[config.mk]
export PLATFORM = sky130hd
export DESIGN_NAME = afg_gain
export DESIGN_NICKNAME = d
export VERILOG_FILES = /design/src/afg_pkg.sv /design/src/afg_gain.sv
export SDC_FILE = /design/constraint.sdc
export NUM_CORES = 1
export LEC_CHECK = 0
export ABC_CLOCK_PERIOD_IN_PS = 10800
export BUFFER_PORTS_ARGS = -buffer_cell sky130_fd_sc_hd__buf_2
export CELL_PAD_IN_SITES_DETAIL_PLACEMENT = 1
export CELL_PAD_IN_SITES_GLOBAL_PLACEMENT = 1
export CORE_ASPECT_RATIO = 1.75
export CORE_MARGIN = 5
export CORE_UTILIZATION = 30
export CTS_CLUSTER_DIAMETER = 150
export DETAILED_ROUTE_END_ITERATION = 8
export GPL_TIMING_DRIVEN = 0
export PLACE_DENSITY = 0.53
export SLEW_MARGIN = 15
export SYNTH_ARGS = -nofsm -noshare
export SYNTH_HDL_FRONTEND = slang
export SYNTH_SLANG_ARGS = --single-unit
[constraint.sdc]
create_clock -name clk -period 10.8 [get_ports clk]
set_input_delay 1.08 -clock clk [delete_from_list [all_inputs] [get_ports clk]]
set_output_delay 1.08 -clock clk [all_outputs]
set_load 0.02 [all_outputs]
[src/afg_pkg.sv]
// shared types, widths and constants of the pcm fifo block
package afg_pkg;

  // default sizing
  localparam int FIFO_DEPTH_DEF = 65536;
  localparam int MAX_BURST_DEF  = 64;

  // field widths
  localparam int ACTION_W   = 2;
  localparam int BYTE_W     = 8;
  localparam int FRAMES_W   = 7;
  localparam int SAMPLE_W   = 16;
  localparam int GAIN_W     = 16;
  localparam int CHAN_W     = 2;
  localparam int RATE_W     = 18;
  localparam int LEVEL_W    = 16;
  localparam int MS_W       = 32;
  localparam int CFG_IDX_W  = 2;
  localparam int CFG_DATA_W = 18;

  // arithmetic
  localparam int PROD_W     = 64;
  localparam int STEP_W     = 17;
  localparam int MS_PER_S   = 1000;
  localparam int UNITY_FRAC = 14;
  localparam int GPROD_W    = 33;
  localparam int SAT_MAX    = 32767;
  localparam int SAT_MIN    = -32768;

  // register reset values
  localparam logic [GAIN_W-1:0] GAIN_RESET = GAIN_W'(16384);
  localparam logic [CHAN_W-1:0] CHAN_RESET = CHAN_W'(2);
  localparam logic [RATE_W-1:0] RATE_RESET = RATE_W'(48000);

  typedef enum logic [ACTION_W-1:0] {
    ACT_WRITE = 2'd0,
    ACT_PULL  = 2'd1,
    ACT_FLUSH = 2'd2,
    ACT_NONE  = 2'd3
  } action_t;

  typedef enum logic [CFG_IDX_W-1:0] {
    REG_GAIN_LEFT   = 2'd0,
    REG_GAIN_RIGHT  = 2'd1,
    REG_CHANNELS    = 2'd2,
    REG_SAMPLE_RATE = 2'd3
  } cfg_reg_t;

  // divider control and status
  typedef struct packed {
    logic              start;
    logic [PROD_W-1:0] dividend;
    logic [RATE_W-1:0] divisor;
  } div_req_t;

  typedef struct packed {
    logic            done;
    logic [MS_W-1:0] quotient;
  } div_rsp_t;

  // gain unit control and status
  typedef struct packed {
    logic                       valid;
    logic signed [SAMPLE_W-1:0] sample;
    logic [GAIN_W-1:0]          gain;
  } gain_req_t;

  typedef struct packed {
    logic                       valid;
    logic signed [SAMPLE_W-1:0] value;
  } gain_rsp_t;

endpackage

[src/afg_gain.sv]
// two-stage gain unit: q2.14 multiply, truncation toward zero, 16-bit saturation
module afg_gain import afg_pkg::*; (
  input  logic      clk,
  input  logic      rst,
  input  gain_req_t req,
  output gain_rsp_t rsp
);
  localparam int SCALED_W = GPROD_W - UNITY_FRAC;
  localparam logic signed [GPROD_W-1:0]  ROUND_BIAS = GPROD_W'((1 << UNITY_FRAC) - 1);
  localparam logic signed [SCALED_W-1:0] HI_LIM = SCALED_W'(SAT_MAX);
  localparam logic signed [SCALED_W-1:0] LO_LIM = SCALED_W'(SAT_MIN);

  logic signed [GPROD_W-1:0]  prod;
  logic signed [GPROD_W-1:0]  biased;
  logic signed [SCALED_W-1:0] scaled;
  logic signed [SAMPLE_W-1:0] sat;
  logic signed [SAMPLE_W-1:0] value;
  logic                       p_valid;
  logic                       o_valid;

  // stage valids
  always_ff @(posedge clk) begin
    if (rst) begin
      p_valid <= 1'b0;
      o_valid <= 1'b0;
    end else begin
      p_valid <= req.valid;
      o_valid <= p_valid;
    end
  end

  // stage one: signed sample times unsigned gain
  always_ff @(posedge clk) begin
    prod <= req.sample * $signed({1'b0, req.gain});
  end

  // stage two: bias negatives so the shift truncates toward zero, then clamp
  always_comb begin
    biased = prod + (prod[GPROD_W-1] ? ROUND_BIAS : '0);
    scaled = biased[GPROD_W-1:UNITY_FRAC];
    if (scaled > HI_LIM) begin
      sat = SAMPLE_W'(SAT_MAX);
    end else if (scaled < LO_LIM) begin
      sat = SAMPLE_W'(SAT_MIN);
    end else begin
      sat = scaled[SAMPLE_W-1:0];
    end
  end

  always_ff @(posedge clk) begin
    value <= sat;
  end

  assign rsp.valid = o_valid;
  assign rsp.value = value;
endmodule

Word-level counts from Yosys, hierarchy flattened. Cells that the tools add are included.

Flip-flop bits (word level): 51. Latch bits: 0. Memory bits (writable): 0. Bits in read-only memories: 0. Output and inout port bits: 17. Logic and storage cells: 10. Memories: 0.

Add/sub/neg operators: 1. Multipliers: 1. Div/mod/pow operators: 0. Order comparisons: 2. Equal/unequal tests: 0. Shifts and indexed selects: 0. Multiplexer cells: 2. Bitwise logic cells: 0. Reductions and logical operators: 0.

Operators with widths (count): 33-bit by 14-bit adder with 33-bit output (1); 16-bit by 17-bit multiplier with 33-bit output (1); 19-bit by 16-bit > comparator with 1-bit output, second input constant (1); 19-bit by 16-bit < comparator with 1-bit output, second input constant (1); 16-bit two-way mux (1); 14-bit two-way mux (1).

Longest topological paths before layout.
Depth after elaboration: 4. Gate-level depth with buffers: 22. Depth with buffers taken out: 21.

Least setup slack after synthesis. No wires, ideal clock.

Path kind: input -> register. Start point: in req[7] (netlist name). End point: reg prod[21]. Setup time: 72 ps. Arrival: 6447 ps. Required time: 10728 ps. Slack: 4281 ps. Stages on the path: 22. Path buffers: 1. Cells stage by stage: clkbuf_1 -> nand2_1 -> fa_1 -> inv_1 -> fa_1 -> inv_1 -> fa_1 -> inv_1 -> fa_1 -> fa_1 -> inv_1 -> fa_1 -> inv_1 -> ha_1 -> and3_1 -> and3_1 -> o311ai_1 -> a21boi_0 -> or2_2 -> a22o_1 -> o41ai_1 -> xnor2_1.

Word-level cells in the longest chain between the ends: 1.

RTL lines: from (decl) (RTL line afg_gain.sv:5) `input gain_req_t req,`; 16-bit by 17-bit multiplier with 33-bit output (RTL line afg_gain.sv:34) `prod <= req.sample * $signed({1'b0, req.gain});`; to (signal assigned) (RTL line afg_gain.sv:34); to (decl) (RTL line afg_gain.sv:13) `logic signed [GPROD_W-1:0] prod;`.

Every way passes these cells. A chain may end at the register's enable or synchronous reset.

Final worst setup path.
Start point: in req[10] (netlist name). End point: reg prod[21].

Same word-level chain as after synthesis.

==> flow_summary.json <==
{
  "grt_max_degree": 19,
  "summed_negative_setup_slack_over_all_endpoints_ns": 0,
  "clock_sinks": 51,
  "run_status": "finished clean",
  "nNetsFinal": 1593,
  "first_iter_violations": 211,
  "final_min_period_over_clock_period": 0.677,
  "post_cts_buffers": 0,
  "synth_area_per_cell_um2": 8.98,
  "ys.flop_type": "dfxtp_1",
  "synth_top_area_cell": "fa_1",
  "remaining_drc_errors": 0,
  "max_slew_violations": 0,
  "rsz0062_at_grt": "no",
  "synth.area.mux_share": 0,
  "synthDominantCellAreaShare": 0.369,
  "core_region_area_um2": 34600,
  "seq_area_frac_synth": 0.0971,
  "r2r-end": "value[14]$_SDFF_PN1_",
  "die_height_um": 258,
  "num_rows": 90,
  "routed_wl_mm": 31.7,
  "regToRegSetupSlack_ns": 7.36,
  "timing.max_slew.rel_slack": 0.428,
  "cts.htree.levels": 2,
  "hold_viol": 0,
  "grt_first_pass_wirelength_mm": 49.8,
  "period_minus_slack_ns": 7.31,
  "grt.overflow.total": 0,
  "synth_cell_types": 49,
  "synthSimpleGateAreaFrac": 0.168,
  "max_cap_viols": 0,
  "clkLatencyLatePin_ns": 0.29,
  "pre_antenna_drt_iters": 4,
  "synth-edff-count": 0,
  "clk_pin_slew_worst_paths_ns": 0.07,
  "vias_per_std_cell": 4.65,
  "criticalPathCategory": "input port to register",
  "setup_viol_count_final": 0,
  "syn_inst": 1171,
  "setup_clock_skew_after_layout_ns": 0.00579,
  "netlist_area_um2": 10500,
  "design.die.area_um2": 39000,
  "timing.hold.worst.start": "p_valid$_SDFF_PP0_",
  "grt_pass1_vias": 9068,
  "timing.critical_path.from_type": "input port",
  "max_freq_mhz": 137,
  "timing.reg2reg.worst_path_depth": 11,
  "syn_nets": 1535,
  "cts-resized-gates": 0,
  "synthAdderAreaFrac": 0.530,
  "post_drt_wl_per_cell_um": 18.8,
  "synth.yosys.warnings": 0,
  "io_buffer_count": 51,
  "globalplace.congestion": 0.840,
  "most_frequently_used_cell_type_in_the_post_synthesis_netlist": "inv_1",
  "top_cells_by_count_synth": "inv_1, fa_1, nand2_1",
  "dr_total_vias": 7859,
  "clock_path_buffers": 2,
  "cts-buffers-inserted": 5,
  "r2r-start": "prod[32]$_DFF_P_",
  "starting_utilization_of_the_core_area": 0.304,
  "pre_cts_ws_ns": 3.09,
  "timing.final.ws_setup_ns": 3.49,
  "worst_hold_path.num_cells": 1,
  "synth.ff_latch_count": 51,
  "drive_gt1_frac": 0.0593,
  "synthArstFlopShare": 0,
  "cp_data_required_time_ns": 11.02,
  "whs_endpoint": "o_valid$_SDFF_PP0_",
  "fillerInstances": 4160,
  "cp_max_fo": 10,
  "area_growth_syn_to_layout_pct": 9.31,
  "synth_area_leaders": "fa_1, ha_1, dfxtp_1, inv_1, and2_1",
  "antenna_cells_inserted": 0,
  "post_cts_hold_buffer_count": 0,
  "clock_tree_root": "clkbuf_16",
  "post_synth_xor_area_fraction": 0.0367,
  "drt.antenna.violating_nets": 0,
  "timing.critical_path.to_type": "register",
  "tightest_slew_ns": 0.856,
  "tritoncts": "yes",
  "die_width_um": 151,
  "global_route.usage.total": 0.169,
  "crit_arrival_ns": 7.53,
  "boundaryPins": 52,
  "worst_hold_path_type": "register to register",
  "antenna_found_initial": 0,
  "synth-compound-area-share": 0.0612,
  "main_combinational_cell_family_by_area_after_synthesis": "adder cells",
  "place_hpwl_mm": 28.0
}
-- cell type report --
type                    count  area [um^2]  share of cell area
clock buffers               5          125              0.0109
plain buffers              38          159              0.0138
flip-flops and latches     51         1020              0.0889
repair buffers             51          255              0.0222
well taps                 460          576              0.0501
multi-input cells         826         8370               0.729
inverters                 256          961              0.0836
clock inverters             3         22.5             0.00196
-- registers in the layout, summed over array words and instances, names as in the netlist --
name     count
value       16
p_valid      1
prod        33
o_valid      1
-- through the flow --
step           hold WS (ns)  instances  utilization  instance area [um^2]
6_report              0.454       1690        0.332                 11500
5_1_grt               0.460       1690        0.332                 11500
4_1_cts               0.456       1690        0.332                 11500
3_5_place_dp          0.444       1682        0.328                 11300
3_3_place_gp          0.420       1682        0.328                 11300
2_1_floorplan         0.414       1171            -                 10500
-- critical path, cell delays in order --
cell and delay (ns):
buf_2 0.20, clkbuf_1 0.58, nand2_1 0.17, fa_1 0.55, fa_1 0.53, fa_1 0.56, inv_1 0.06, fa_1 0.47
fa_1 0.52, inv_1 0.05, fa_1 0.47, inv_1 0.04, ha_1 0.34, and3_1 0.24, and3_1 0.19, o311ai_1 0.16
a21boi_0 0.25, or2_2 0.34, a22o_1 0.20, o41ai_1 0.36, xnor2_1 0.16
-- logic make-up (layout without fill, tap and decap cells) --
group,count (synthesis),count (layout)
and+or+nand+nor,351,351
DFF,51,51
adders and majority gates,329,329
buffers and inverters,294,353
xor gates and xnor gates,44,44
AOI/OAI and AO/OA,102,102
-- routing by layer --
metal	global-route usage	wire length, um	vias to the layer above
li1	-	-	3683
met1	0.167	10600	4064
met2	0.360	19700	77
met3	0.00702	312	35
met4	0.0520	1100	0
met5	0	0	-
-- worst max path at each step --
stage                       endpoint  slack, ns  cells past startpoint     from
global route        prod[30]$_DFF_P_       2.99                     20  req[10]
global placement    prod[21]$_DFF_P_       3.08                     23   req[7]
finish              prod[21]$_DFF_P_       3.49                     21  req[10]
detailed placement  prod[30]$_DFF_P_       3.09                     20  req[10]
CTS                 prod[30]$_DFF_P_       3.38                     20  req[10]
floorplan           prod[21]$_DFF_P_       4.28                     22   req[7]
-- layout by cell type (no fill, tap or decap), drive strengths merged, types with 28 or more instances in the layout --
cell type,synthesis,routed
buf,3,54
xnor2,28,28
nand2,142,142
inv,255,256
and2,118,118
o21ai,31,31
fa,194,194
clkbuf,35,40
ha,135,135
dfxtp,51,51
Power is left out: the tool's default activity adds up to more than one toggle a clock period on the data nets, which glitch-free logic cannot reach.
