$ cat config.mk
export PLATFORM = sky130hd
export DESIGN_NAME = afg_div
export DESIGN_NICKNAME = d
export VERILOG_FILES = /design/src/afg_pkg.sv /design/src/afg_div.sv
export SDC_FILE = /design/constraint.sdc
export NUM_CORES = 1
export LEC_CHECK = 0
export BUFFER_PORTS_ARGS = -buffer_cell sky130_fd_sc_hd__buf_2
export CORE_MARGIN = 2
export CORE_UTILIZATION = 60
export DETAILED_ROUTE_END_ITERATION = 16
export PLACE_DENSITY_LB_ADDON = 0.08
export SKIP_LAST_GASP = 1
export SLEW_MARGIN = 20
export SYNTH_ARGS = -nofsm -noshare
export SYNTH_HDL_FRONTEND = slang
export SYNTH_SLANG_ARGS = --single-unit
$ cat constraint.sdc
create_clock -name clk -period 3.7 [get_ports clk]
set_input_delay 0.37 -clock clk [delete_from_list [all_inputs] [get_ports clk]]
set_output_delay 0.37 -clock clk [all_outputs]
set_load 0.01 [all_outputs]
$ cat src/afg_pkg.sv
// shared types, widths and constants of the pcm fifo block
package afg_pkg;

  // default sizing
  localparam int FIFO_DEPTH_DEF = 65536;
  localparam int MAX_BURST_DEF  = 64;

  // field widths
  localparam int ACTION_W   = 2;
  localparam int BYTE_W     = 8;
  localparam int FRAMES_W   = 7;
  localparam int SAMPLE_W   = 16;
  localparam int GAIN_W     = 16;
  localparam int CHAN_W     = 2;
  localparam int RATE_W     = 18;
  localparam int LEVEL_W    = 16;
  localparam int MS_W       = 32;
  localparam int CFG_IDX_W  = 2;
  localparam int CFG_DATA_W = 18;

  // arithmetic
  localparam int PROD_W     = 64;
  localparam int STEP_W     = 17;
  localparam int MS_PER_S   = 1000;
  localparam int UNITY_FRAC = 14;
  localparam int GPROD_W    = 33;
  localparam int SAT_MAX    = 32767;
  localparam int SAT_MIN    = -32768;

  // register reset values
  localparam logic [GAIN_W-1:0] GAIN_RESET = GAIN_W'(16384);
  localparam logic [CHAN_W-1:0] CHAN_RESET = CHAN_W'(2);
  localparam logic [RATE_W-1:0] RATE_RESET = RATE_W'(48000);

  typedef enum logic [ACTION_W-1:0] {
    ACT_WRITE = 2'd0,
    ACT_PULL  = 2'd1,
    ACT_FLUSH = 2'd2,
    ACT_NONE  = 2'd3
  } action_t;

  typedef enum logic [CFG_IDX_W-1:0] {
    REG_GAIN_LEFT   = 2'd0,
    REG_GAIN_RIGHT  = 2'd1,
    REG_CHANNELS    = 2'd2,
    REG_SAMPLE_RATE = 2'd3
  } cfg_reg_t;

  // divider control and status
  typedef struct packed {
    logic              start;
    logic [PROD_W-1:0] dividend;
    logic [RATE_W-1:0] divisor;
  } div_req_t;

  typedef struct packed {
    logic            done;
    logic [MS_W-1:0] quotient;
  } div_rsp_t;

  // gain unit control and status
  typedef struct packed {
    logic                       valid;
    logic signed [SAMPLE_W-1:0] sample;
    logic [GAIN_W-1:0]          gain;
  } gain_req_t;

  typedef struct packed {
    logic                       valid;
    logic signed [SAMPLE_W-1:0] value;
  } gain_rsp_t;

endpackage

$ cat src/afg_div.sv
// restoring divider, one quotient bit per cycle, for the playback time
module afg_div import afg_pkg::*; (
  input  logic     clk,
  input  logic     rst,
  input  div_req_t req,
  output div_rsp_t rsp
);
  localparam int CNT_W = $clog2(PROD_W);

  logic [PROD_W-1:0] dvd;
  logic [RATE_W-1:0] dvs;
  logic [RATE_W-1:0] rem;
  logic [MS_W-1:0]   quo;
  logic [CNT_W-1:0]  cnt;
  logic              busy;
  logic              done;
  logic              zero;
  logic [RATE_W:0]   trial;
  logic              fits;

  // shared compare and subtract
  assign trial = {rem, dvd[PROD_W-1]};
  assign fits  = (trial >= {1'b0, dvs});

  // step control
  always_ff @(posedge clk) begin
    if (rst) begin
      busy <= 1'b0;
      done <= 1'b0;
    end else begin
      done <= 1'b0;
      if (req.start) begin
        busy <= 1'b1;
      end else if (busy && (cnt == CNT_W'(PROD_W - 1))) begin
        busy <= 1'b0;
        done <= 1'b1;
      end
    end
  end

  // remainder and quotient shift
  always_ff @(posedge clk) begin
    if (req.start) begin
      dvd  <= req.dividend;
      dvs  <= req.divisor;
      rem  <= '0;
      quo  <= '0;
      cnt  <= '0;
      zero <= (req.divisor == '0);
    end else if (busy) begin
      dvd <= {dvd[PROD_W-2:0], 1'b0};
      rem <= fits ? RATE_W'(trial - {1'b0, dvs}) : trial[RATE_W-1:0];
      quo <= {quo[MS_W-2:0], fits};
      cnt <= cnt + 1'b1;
    end
  end

  // a zero rate reads as zero time
  assign rsp.done     = done;
  assign rsp.quotient = zero ? '0 : quo;
endmodule

== After elaboration in Yosys (flattened, before gate mapping) ==
Cells that the tools add are included.

* Add/subtract/negate cells: 2
* Reductions and logical operators: 5
* Magnitude comparators: 1
* Muxes and demuxes: 7
* Equal/unequal tests: 1

{| class="wikitable"
|+ Operators with widths
! cell !! number
|-
| 2-to-1 mux 64 bit || 2
|-
| 2-to-1 mux 32 bit || 1
|-
| >= comparator 19 x 18 -> 1 bit || 1
|-
| logical NOT 18 bit || 1
|-
| 2-to-1 mux 18 bit || 1
|-
| subtractor 18 bit || 1
|-
| adder 6 x 1 -> 6 bit, second input constant || 1
|-
| == test 6 bit, second input constant || 1
|-
| nonzero test 2 bit || 2
|-
| 2-to-1 mux 1 bit || 3
|-
| OR reduction 2 bit || 1
|-
| logical AND 1 bit || 1
|}

* Flip-flop bits (word level): 141
* Logic and storage cells: 24
* Input bits: 85
* Output and inout port bits: 33

== Logic depth before layout (Yosys ltp) ==
Gate-level depths: netlist of run 1.

* Depth after elaboration: 4
* Mapped depth: 11
* Depth with buffers taken out: 10

== Least setup slack after synthesis of run 1 ==
No wires, ideal clock.

* Path kind: input-to-reg
* Start: input port req[82] in the netlist's numbering
* End: register dvd[0], enable pin
* Path buffers: 1
* Data arrival time: 2028 ps
* Stages on the path: 3
* Setup time: 418 ps
* Required time: 3282 ps
* Path slack: 1254 ps
* Path through: clkbuf_1 > nor2_1 > inv_1

* Longest elaborated chain between the ends: 1

{| class="wikitable"
|+ Ends and longest elaborated chain
! element !! line !! source
|-
| start: declaration || afg_div.sv:5 || <nowiki>input div_req_t req,</nowiki>
|-
| nonzero test 2 bit (no line) || n/a ||
|-
| end signal: assignment || afg_div.sv:44 || <nowiki>dvd <= req.dividend;</nowiki>
|-
| end signal: assignment || afg_div.sv:51 || <nowiki>dvd <= {dvd[PROD_W-2:0], 1'b0};</nowiki>
|-
| end: declaration || afg_div.sv:10 || <nowiki>logic [PROD_W-1:0] dvd;</nowiki>
|}

No other way between the ends.
A chain may end at the register's enable or synchronous reset.

== Worst setup path after layout of run 1 ==
* Start: register rem[0]
* End: register rem[16]

* Longest elaborated chain between the ends: 2
* Elaborated cells on any way between the ends: 3
* Classes of those cells: add/sub: 1; order compare: 1; mux: 1

{| class="wikitable"
|+ Ends and longest elaborated chain
! element !! line !! source
|-
| start: declaration || afg_div.sv:12 || <nowiki>logic [RATE_W-1:0] rem;</nowiki>
|-
| start signal: assignment || afg_div.sv:52 || <nowiki>rem <= fits ? RATE_W'(trial - {1'b0, dvs}) : trial[RATE_W-1:0];</nowiki>
|-
| subtractor 18 bit or >= comparator 19 x 18 -> 1 bit (tied branches) || afg_div.sv:52, afg_div.sv:23 ||
|-
| 2-to-1 mux 18 bit (*) || afg_div.sv:52 ||
|}

Mark *: on every way between the ends. The rest lies on a longest branch, timed or not.

==> out/summary.txt, run 1 <==
Sink Count: 141
CTS tree: done
Layout cell share with drive strength beyond 1: 32.4%
Synth Register Bits: 141
Post-synthesis compound-gate area fraction: 9.70%
Antenna fix cells: 0
Worst Hold Class: input pin to register
Initial detailed-routing violation count: 340
Setup CP Type: register to register
CTS Root Buffer Type: clkbuf_16
Synth Area in Simple Gates: 12.3%
Critical Path RT: 3950 ps
CP cell instances: ha_1 -> nor2b_2 -> o2111ai_2 -> a2111o_1 -> a21oi_2 -> buf_4 -> or2_1 -> o221ai_1
Number of global-route vias before repair: 4752
Yosys warning total: 0
Layout area overhead: 17.8%
Synth top area share: 36.3%
Die Y: 111 um
WHS: 123 ps
H-tree depth: 4
Max Clk Rate: 0.333 GHz
Core area: 11300 um^2
Setup TNS: 0 ps
Register share of total power: 46.2%
Largest net degree at the start of global routing: 75
Largest family of logic cells by synthesized area: multiplexers
Final WL: 14100 um
Yosys cell types: 64
Max IR drop VDD: 0.000376 V
Synth Flop Type: edfxtp_1
RSZ-0062 raised after global routing: false
Synth Instances: 586
Max incr delay on CP: 630 ps
Max Fanout on Critical Path: 20
Final antenna-violating net count: 0
Drt pass-1 iters: 4
Gr usage total: 23.6%
Commonest cells post-synth: edfxtp_1 (83), nor2_1 (67), mux2_2 (64)
Comb power frac: 12.4%
Worst skew pair latency: 420 ps
Port buffer count: 117
Sw Ratio: 23.4%
Fin crit share: 81.1%
Rows: 39
Critical-path top delay cell: or2_1
Die width: 111 um
Power per cell area: 492 nW/um^2
I/O pin total: 118
GRT overflow: 0
DP Area: 7510 um^2
Post-layout minimum cycle time: 3000 ps
# hold bufs at CTS: 0
Starting Density: 60.7%
RePlAce Congestion: 0.966
Top post-synthesis cells by area: edfxtp_1 (36%), dfxtp_1 (17%), mux2_2 (10%), mux2i_1 (4.7%), nor2_1 (3.7%)
Crit end category: register
Die footprint: 12300 um^2
Number of synthesized flops with an enable pin: 83
Adder-cell share of the synthesized area: 3.75%
First-pass GRT wire length: 23000 um
Asr flop ratio synth: 0%
Antenna violations before repair: 0
WP buf/inv: 1
P_sw: 0.934 mW
Final slew viol count: 0
Vias: 4809
Leakage: 3.37 nW
DRC: 0
CTS buffer count: 17
Post-CTS sizing: 0
Clk slew on worst S/H paths: 50 ps
Top-count cell post-synth: edfxtp_1
Sequential share of the synthesized area: 53.1%
Syn nets: 691
Avg Inst Size Synth: 11.7 um^2
Max clock buf depth: 2
Clock Skew: 8.72 ps
Post-CTS Setup Bufs: 0
Max-cap violations: 0
Yosys top cell by area: edfxtp_1
Post-synthesis mux area share: 15.1%
Detailed placement HPWL: 9650 um
Wire per inst: 16.5 um
Outcome: finished clean
Delay-heaviest family, CP: compound AO/OA/AOI/OAI gates
XOR/XNOR Fraction of Synth Area: 2.04%
Final Cell Area: 8100 um^2
Via density: 5.64
Final setup fails: 0
Slew @ Worst Pin: 1000 ps
CP startpoint kind: register
Clock network power share: 41.4%
Mapped Area: 6880 um^2
Arrival time worst endpoint: 3260 ps
Slew HR: 33.1%
Nets: 802
Power Internal: 3.05 mW
Final Hold Vio Count: 0
-- flip-flops by register name, indices dropped and copies added, names as in the netlist --
signal  cells
dvd        64
quo        32
dvs        18
rem        18
cnt         6
busy        1
done        1
zero        1
-- worst paths after layout --
path,from,to,slack (ps),cells past startpoint
hold reg to reg,cnt[5]$_SDFFE_PP0P_,cnt[5]$_SDFFE_PP0P_,510,2
setup reg to reg,rem[0]$_SDFFE_PP0P_,rem[16]$_SDFFE_PP0P_,700,8
setup / recovery,rem[0]$_SDFFE_PP0P_,rem[16]$_SDFFE_PP0P_,700,8
hold / removal,rst,busy$_SDFFE_PP0P_,120,2
-- cells by family (layout without fill, tap and decap cells) --
| logic type | count (synthesis) | in the layout |
|---|---|---|
| AND/OR/NAND/NOR | 173 | 173 |
| flip-flops | 141 | 141 |
| multiplexers | 96 | 96 |
| AO/OA/AOI/OAI | 84 | 84 |
| buffers and inverters | 56 | 179 |
| adder cells (fa/ha/maj) | 20 | 20 |
| XOR/XNOR | 16 | 16 |
-- power groups by stage --
stage,combinational [mW],sequential [mW],clock (mW)
2_1_floorplan,0.370,1.85,0
3_3_place_gp,0.479,1.87,0
3_5_place_dp,0.490,1.87,0
4_1_cts,0.496,1.84,1.68
5_1_grt,0.545,1.85,1.75
6_report,0.495,1.84,1.65
-- area by class of cell --
| cell class | instances | area [um^2] |
|---|---|---|
| inverters | 24 | 90.1 |
| clock inverters | 3 | 20.0 |
| repair buffers | 124 | 641 |
| fillers | 853 | 3220 |
| well taps | 143 | 179 |
| clock buffers | 28 | 564 |
| multi-input cells | 389 | 2950 |
| flip-flops and latches | 141 | 3650 |
-- layout by cell type (no fill, tap or decap), types with 8 or more instances in the layout --
cell / instances
edfxtp_1: 83
ha_1: 19
a21oi_1: 14
buf_2: 116
o21bai_1: 8
clkbuf_16: 20
nor2_1: 67
mux2_2: 64
buf_4: 8
mux2i_1: 32
dfxtp_1: 57
inv_1: 22
nor4_1: 10
xor2_1: 8
nand2_1: 29
xnor2_1: 8
nor2b_1: 33
-- metal layers --
metal	track usage, %	vias to the layer above	wire (um)	part of all wire [%]
met3	8.75	34	886	6.3
met5	0	-	0	0
met1	29.2	2281	6120	43
met2	36.9	131	6590	47
met4	11.1	0	489	3.5
li1	-	2363	-	-
-- per-stage QoR --
stage / setup WS, ps / total power, mW / std cells / util (%)
2_1_floorplan: 1250 / 2.22 / 586 / -
3_3_place_gp: 865 / 2.35 / 821 / 66.4
3_5_place_dp: 785 / 2.36 / 821 / 66.4
4_1_cts: 732 / 4.02 / 852 / 71.5
5_1_grt: 499 / 4.14 / 852 / 71.5
6_report: 698 / 3.99 / 852 / 71.5
Power figures use the tool's default switching activity.
==> run 2, diff against run 1 <==
CORE_UTILIZATION = 51   (was 60)
clock period = 2.5 ns   (was 3.7 ns; I/O delays follow)
==> run 2 against run 1 <==
  * Combinational power rose by 55%
  * Die area is 17% higher
  * Wire length grew 1.1%
  * First-iteration DRC count shrank 5.0%
  * Count of clock-buffer cells in the layout decreased by 10
  * Setup slack lost 590 ps
  * Utilization is 8.2 points lower
  * Final cell count up 5.8%
  * Global-route usage fell by 3.2 points
  * Total power increased by 57%
  * Register-to-register slack got worse by 590 ps
  * Critical endpoint is now rem[15]$_SDFFE_PP0P_
  * Highest routed layer unchanged
==> out/summary.txt, run 2 (synthesized netlist as in run 1, its figures left out) <==
Worst Setup Slack, final: 104 ps (-593 ps)
CTS tree: done
Core area: 13200 um^2 (+17%)
DRC: 0 (unchanged)
Antenna violations before repair: 3 (+3)
Leakage: 3.46 nW (+2.8%)
Setup TNS: 0 ps (unchanged)
Max Fanout on Critical Path: 13 (-35%)
Via density: 5.44 (-3.7%)
Clock Skew: 6.10 ps (-2.62 ps)
Layout fillers: 1057 (+24%)
Top reg by flops: dvd
Most frequent cells in the layout: buf_2 (116), edfxtp_1 (83), nor2_1 (67)
Clk slew on worst S/H paths: 60 ps (about the same)
Layout area overhead: 21.5%
H-tree depth: 4 (unchanged)
Final cell count without fillers: 901 (+5.8%)
Nets: 816 (+1.7%)
FF+latch area: 3650 um^2 (unchanged)
CP startpoint kind: register
Die width: 120 um (+8.2%)
CP cell instances: inv_1 -> ha_1 -> nor2b_2 -> o2111ai_2 -> a2111o_1 -> a21oi_2 -> buf_6 -> o31ai_1 -> a31o_1
I/O pin total: 118 (unchanged)
Sink Count: 141 (unchanged)
Slew @ Worst Pin: 992 ps (-11.3 ps)
Wire per inst: 15.8 um (-4.4%)
Die Y: 120 um (+8.2%)
Max Clk Rate: 0.417 GHz (+25%)
Final slew viol count: 0 (unchanged)
RePlAce Congestion: 0.906 (-6.2%)
Final antenna-violating net count: 0 (unchanged)
Dpl ws: 45.4 ps (-740 ps)
Multi-input gate area: 2980 um^2 (+0.98%)
Final WL: 14200 um (+1.1%)
Port buffer count: 117 (unchanged)
Worst Hold Class: input pin to register
CTS Root Buffer Type: clkbuf_16
Number of global-route vias before repair: 4724 (-0.59%)
Fin crit share: 95.8% (+15 points)
Gr usage total: 20.4% (-3.2 points)
Final Hold Vio Count: 0 (unchanged)
Max incr delay on CP: 470 ps (-160 ps)
Layout cell share with drive strength beyond 1: 34.9% (+2.5 points)
Die footprint: 14400 um^2 (+17%)
Final Cell Area: 8360 um^2 (+3.2%)
Drt pass-1 iters: 4 (unchanged)
Post-layout minimum cycle time: 2400 ps (-607 ps)
DP Area: 7650 um^2 (+1.8%)
Vias: 4897 (+1.8%)
Max-cap violations: 0 (unchanged)
Core Util, Final: 63.4% (-8.2 points)
Detailed placement HPWL: 9890 um (+2.5%)
Commonest non-fill, non-tap cell in the layout: buf_2
Largest registers: dvd x64, quo x32
CTS buffer count: 17 (unchanged)
Arrival time worst endpoint: 2700 ps (-560 ps)
Crit end category: register
Worst skew pair latency: 420 ps (about the same)
Critical-path top delay cell: a2111o_1
Power per cell area: 747 nW/um^2 (+52%)
Max reg flops: 64 (unchanged)
Largest net degree at the start of global routing: 65 (-13%)
First-pass GRT wire length: 23100 um (+0.45%)
GRT overflow: 0 (unchanged)
Rows: 42 (+7.7%)
Critical Path RT: 2800 ps (-1150 ps)
Final setup fails: 0 (unchanged)
Setup CP Type: register to register
Outcome: finished clean
Placed insts: 865 (+5.4%)
Slew HR: 33.8% (+0.75 points)
WHS: 20.6 ps (-103 ps)
RSZ-0062 raised after global routing: true
Total chip power: 6.24 mW (+57%)
Max IR drop VDD: 0.000623 V (+66%)
Initial detailed-routing violation count: 323 (-5.0%)
Max clock buf depth: 2 (unchanged)
Starting Density: 52.1% (-8.6 points)
-- run 2: cell count changes in the layout (fill, tap and decap cells not counted), sizes merged --
cell	change
dlygate4sd3	+2
clkinv	+2
diode	+1
bufinv	+5
buf	+12
clkinvlp	+2
clkbuf	-10
inv	+2
-- run 2: power breakdown --
part	internal (mW)	leakage, nW	switching, mW
clock network	1.77	0.311	0.974
registers	2.65	1.30	0.0720
logic	0.358	1.85	0.409
-- run 2: what timing repair did --
item | 4_1_cts | 5_1_grt
setup buffers | 0 | 1
hold buffers | 1 | 1
resized for setup | 0 | 9
endpoints found under the hold margin | 2 | 1
endpoints found under the setup margin | 0 | 18
-- run 2: final timing paths --
path	start	end	slack, ps	cells past startpoint
hold reg to reg	quo[31]$_SDFFE_PP0P_	quo[31]$_SDFFE_PP0P_	490	2
setup / recovery	dvs[1]$_DFFE_PP_	rem[15]$_SDFFE_PP0P_	100	9
hold / removal	req[3]	dvs[3]$_DFFE_PP_	20	1
setup reg to reg	dvs[1]$_DFFE_PP_	rem[15]$_SDFFE_PP0P_	100	9
-- run 2: per-layer routing --
layer	vias up	part of all wire [%]	track usage, %
met5	-	0	0
met4	0	2.0	7.79
met3	22	7.5	7.37
met2	152	47	31.5
met1	2316	44	26.3
li1	2407	-	-
-- run 2: layout make-up --
| class | instances | share of cell area [%] |
|---|---|---|
| Antenna cell | 1 | 0.0299 |
| Clock buffer | 18 | 5.14 |
| Clock inverter | 14 | 2.58 |
| Inverter | 24 | 1.08 |
| Multi-Input combinational cell | 389 | 35.6 |
| Sequential cell | 141 | 43.7 |
| Tap cell | 176 | 2.64 |
| Timing Repair Buffer | 138 | 9.18 |
-- run 2: critical path: cells and delay by family, from the launching register on --
kind            cells  cell delay [ps]
simple gates        1              190
flops               1              320
fa+ha+maj           1              310
buf+inv             2              260
compound gates      5             1200
==> run 3, diff against run 2 <==
CELL_PAD_IN_SITES_DETAIL_PLACEMENT = 0   (was unset)
CELL_PAD_IN_SITES_GLOBAL_PLACEMENT = 1   (was unset)
CORE_UTILIZATION = 40   (was 51)
==> run 3 against run 2 <==
  * Setup slack improved by 25 ps
  * Clock skew about the same
  * Sequential power about the same
  * Critical path type unchanged
  * Non-clock buffer count increased by 5
  * Wire length increased by 7.2%
  * Sequential share of layout area decreased by 0.84 points
  * Die area increased by 27%
  * Largest cell class unchanged
  * Count of clock-buffer cells in the layout increased by 3
  * Maximum frequency increased by 1.1%
  * Critical endpoint is now rem[2]$_SDFFE_PP0P_
  * Register-to-register slack improved by 30 ps
  * Utilization decreased by 12 points
  * Global-route usage decreased by 2.9 points
==> out/summary.txt, run 3 (synthesized netlist as in run 1, its figures left out) <==
Leakage: 3.50 nW (+0.91%)
CTS Root Buffer Type: clkbuf_16
Arrival time worst endpoint: 2670 ps (-30 ps)
First-pass GRT wire length: 24900 um (+7.9%)
Initial detailed-routing violation count: 268 (-17%)
WHS: 24.3 ps (+3.63 ps)
GRT overflow: 0 (unchanged)
CP startpoint kind: register
Slew HR: 32.5% (-1.3 points)
Core area: 16700 um^2 (+27%)
Delay-heaviest family, CP: compound AO/OA/AOI/OAI gates
Number of global-route vias before repair: 4882 (+3.3%)
Post-layout minimum cycle time: 2370 ps (-25.0 ps)
Largest registers: dvd x64, quo x32
Final slew viol count: 0 (unchanged)
Outcome: finished clean
Fin crit share: 94.8% (-1.0 points)
Worst Hold Class: input pin to register
Die footprint: 18300 um^2 (+27%)
Max clock buf depth: 2 (unchanged)
I/O pin total: 118 (unchanged)
Final antenna-violating net count: 0 (unchanged)
Crit end category: register
Rows: 47 (+12%)
Comb power frac: 13.0% (+0.7 points)
Layout area overhead: 23.9%
Layout fillers: 1552 (+47%)
Top Usage Layer GRT: met2
Detailed placement HPWL: 10600 um (+7.5%)
Sink Count: 141 (unchanged)
Clock Skew: 6.19 ps (+0.0859 ps)
Largest net degree at the start of global routing: 103 (+58%)
Final setup fails: 0 (unchanged)
Drt pass-1 iters: 4 (unchanged)
Starting Density: 41.2% (-11 points)
GR Layer Usage met1: 22.3% (-4.0 points)
Max reg flops: 64 (unchanged)
Power Internal: 4.66 mW (-2.6%)
P_sw: 1.49 mW (+2.5%)
CP cell instances: inv_1 -> ha_1 -> nor2b_2 -> o2111ai_4 -> a2111o_1 -> a21oi_4 -> or2_1 -> buf_4 -> a221o_1
Layout cell share with drive strength beyond 1: 35.9% (+0.99 points)
RePlAce Congestion: 0.860 (-5.1%)
Die width: 135 um (+12%)
Top reg by flops: dvd
Antenna violations before repair: 5 (+2)
Commonest non-fill, non-tap cell in the layout: buf_2
Via density: 5.06 (-6.9%)
Slew @ Worst Pin: 1010 ps (+19.6 ps)
Max IR drop VDD: 0.000534 V (-14%)
Max Clk Rate: 0.422 GHz (+1.1%)
CTS buffer count: 17 (unchanged)
Grt met2 use: 27.0% (-4.6 points)
Power per cell area: 722 nW/um^2 (-3.3%)
Port buffer count: 117 (unchanged)
Worst Setup Slack, final: 129 ps (+25.0 ps)
Dpl ws: 10.2 ps (-35.2 ps)
CTS tree: done
Gr usage total: 17.5% (-2.9 points)
Clock network power share: 42.7% (-1.3 points)
Total chip power: 6.15 mW (-1.4%)
Wire per inst: 16.0 um (+1.5%)
Max-cap violations: 0 (unchanged)
Final WL: 15300 um (+7.2%)
Flop2flop setup slack: 130 ps (+30 ps)
H-tree depth: 4 (unchanged)
Nets: 821 (+0.61%)
Max incr delay on CP: 350 ps (-120 ps)
Critical Path RT: 2800 ps (about the same)
Sw Ratio: 24.2% (+0.93 points)
Die Y: 135 um (+12%)
Max Fanout on Critical Path: 7 (-6)
Critical-path top delay cell: edfxtp_1
DRC: 0 (unchanged)
Met3 GRT Util: 6.76% (-0.61 points)
FF+latch area: 3650 um^2 (unchanged)
Setup CP Type: register to register
Register share of total power: 44.3% (+0.6 points)
Final Hold Vio Count: 0 (unchanged)
Multi-input gate area: 3060 um^2 (+2.6%)
Most frequent cells in the layout: buf_2 (116), edfxtp_1 (83), nor2_1 (67)
WP buf/inv: 2 (unchanged)
Vias: 4816 (-1.7%)
Clk slew on worst S/H paths: 60 ps (about the same)
Worst skew pair latency: 420 ps (about the same)
## run 3: worst reg2reg max path, delay by kind of cell (launching register included)
family                   cells  cell delay [ps]
adder cells (fa/ha/maj)      1              270
buffers and inverters        2              300
flip-flops                   1              350
AND/OR/NAND/NOR              2              420
AO/OA/AOI/OAI                4              910
## run 3: layer usage
metal  up-vias  share of wire [%]
met1      2248                 45
met4         4                2.3
met5         -               0.16
met3        31                6.4
li1       2414                  -
met2       119                 46
## run 3: final cells by class
cell class              count  area share (%)
diodes                      3          0.0881
clock buffers              21            5.80
clock inverters            11            1.47
inverters                  24            1.06
multi-input cells         389            35.9
flip-flops and latches    141            42.9
well taps                 220            3.23
repair buffers            143            9.58
## run 3: timing repair
| action | in CTS | in global routing |
|---|---|---|
| gates resized for setup | 1 | 22 |
| hold buffers | 2 | 0 |
| endpoints found under the setup margin | 1 | 19 |
| pin swaps | 0 | 4 |
| hold endpoints to repair | 2 | 0 |
| setup buffers | 0 | 0 |
## run 3: path summary, 6_finish.rpt
path,endpoint,from,cells after the start
max,rem[2]$_SDFFE_PP0P_,dvs[1]$_DFFE_PP_,9
max reg2reg,rem[2]$_SDFFE_PP0P_,dvs[1]$_DFFE_PP_,9
min,dvs[8]$_DFFE_PP_,req[8],1
min reg2reg,quo[31]$_SDFFE_PP0P_,quo[31]$_SDFFE_PP0P_,2
## run 3: power groups by stage
stage          logic [mW]  registers (mW)  clock network [mW]
3_5_place_dp        0.760            2.77                   0
2_1_floorplan       0.547            2.74                   0
5_1_grt             0.890            2.74                2.79
3_3_place_gp        0.751            2.77                   0
6_report            0.801            2.73                2.62
4_1_cts             0.768            2.73                2.70
## run 3: stage by stage
stage	TNS, ps	area, um^2	instances	util [%]
after floorplan	0	6880	586	-
after global placement	0	7750	915	46.4
after detailed placement	0	7750	915	46.4
after CTS	0	8390	949	50.2
after global routing	-64.0	8520	951	51.0
final	0	8520	952	51.0
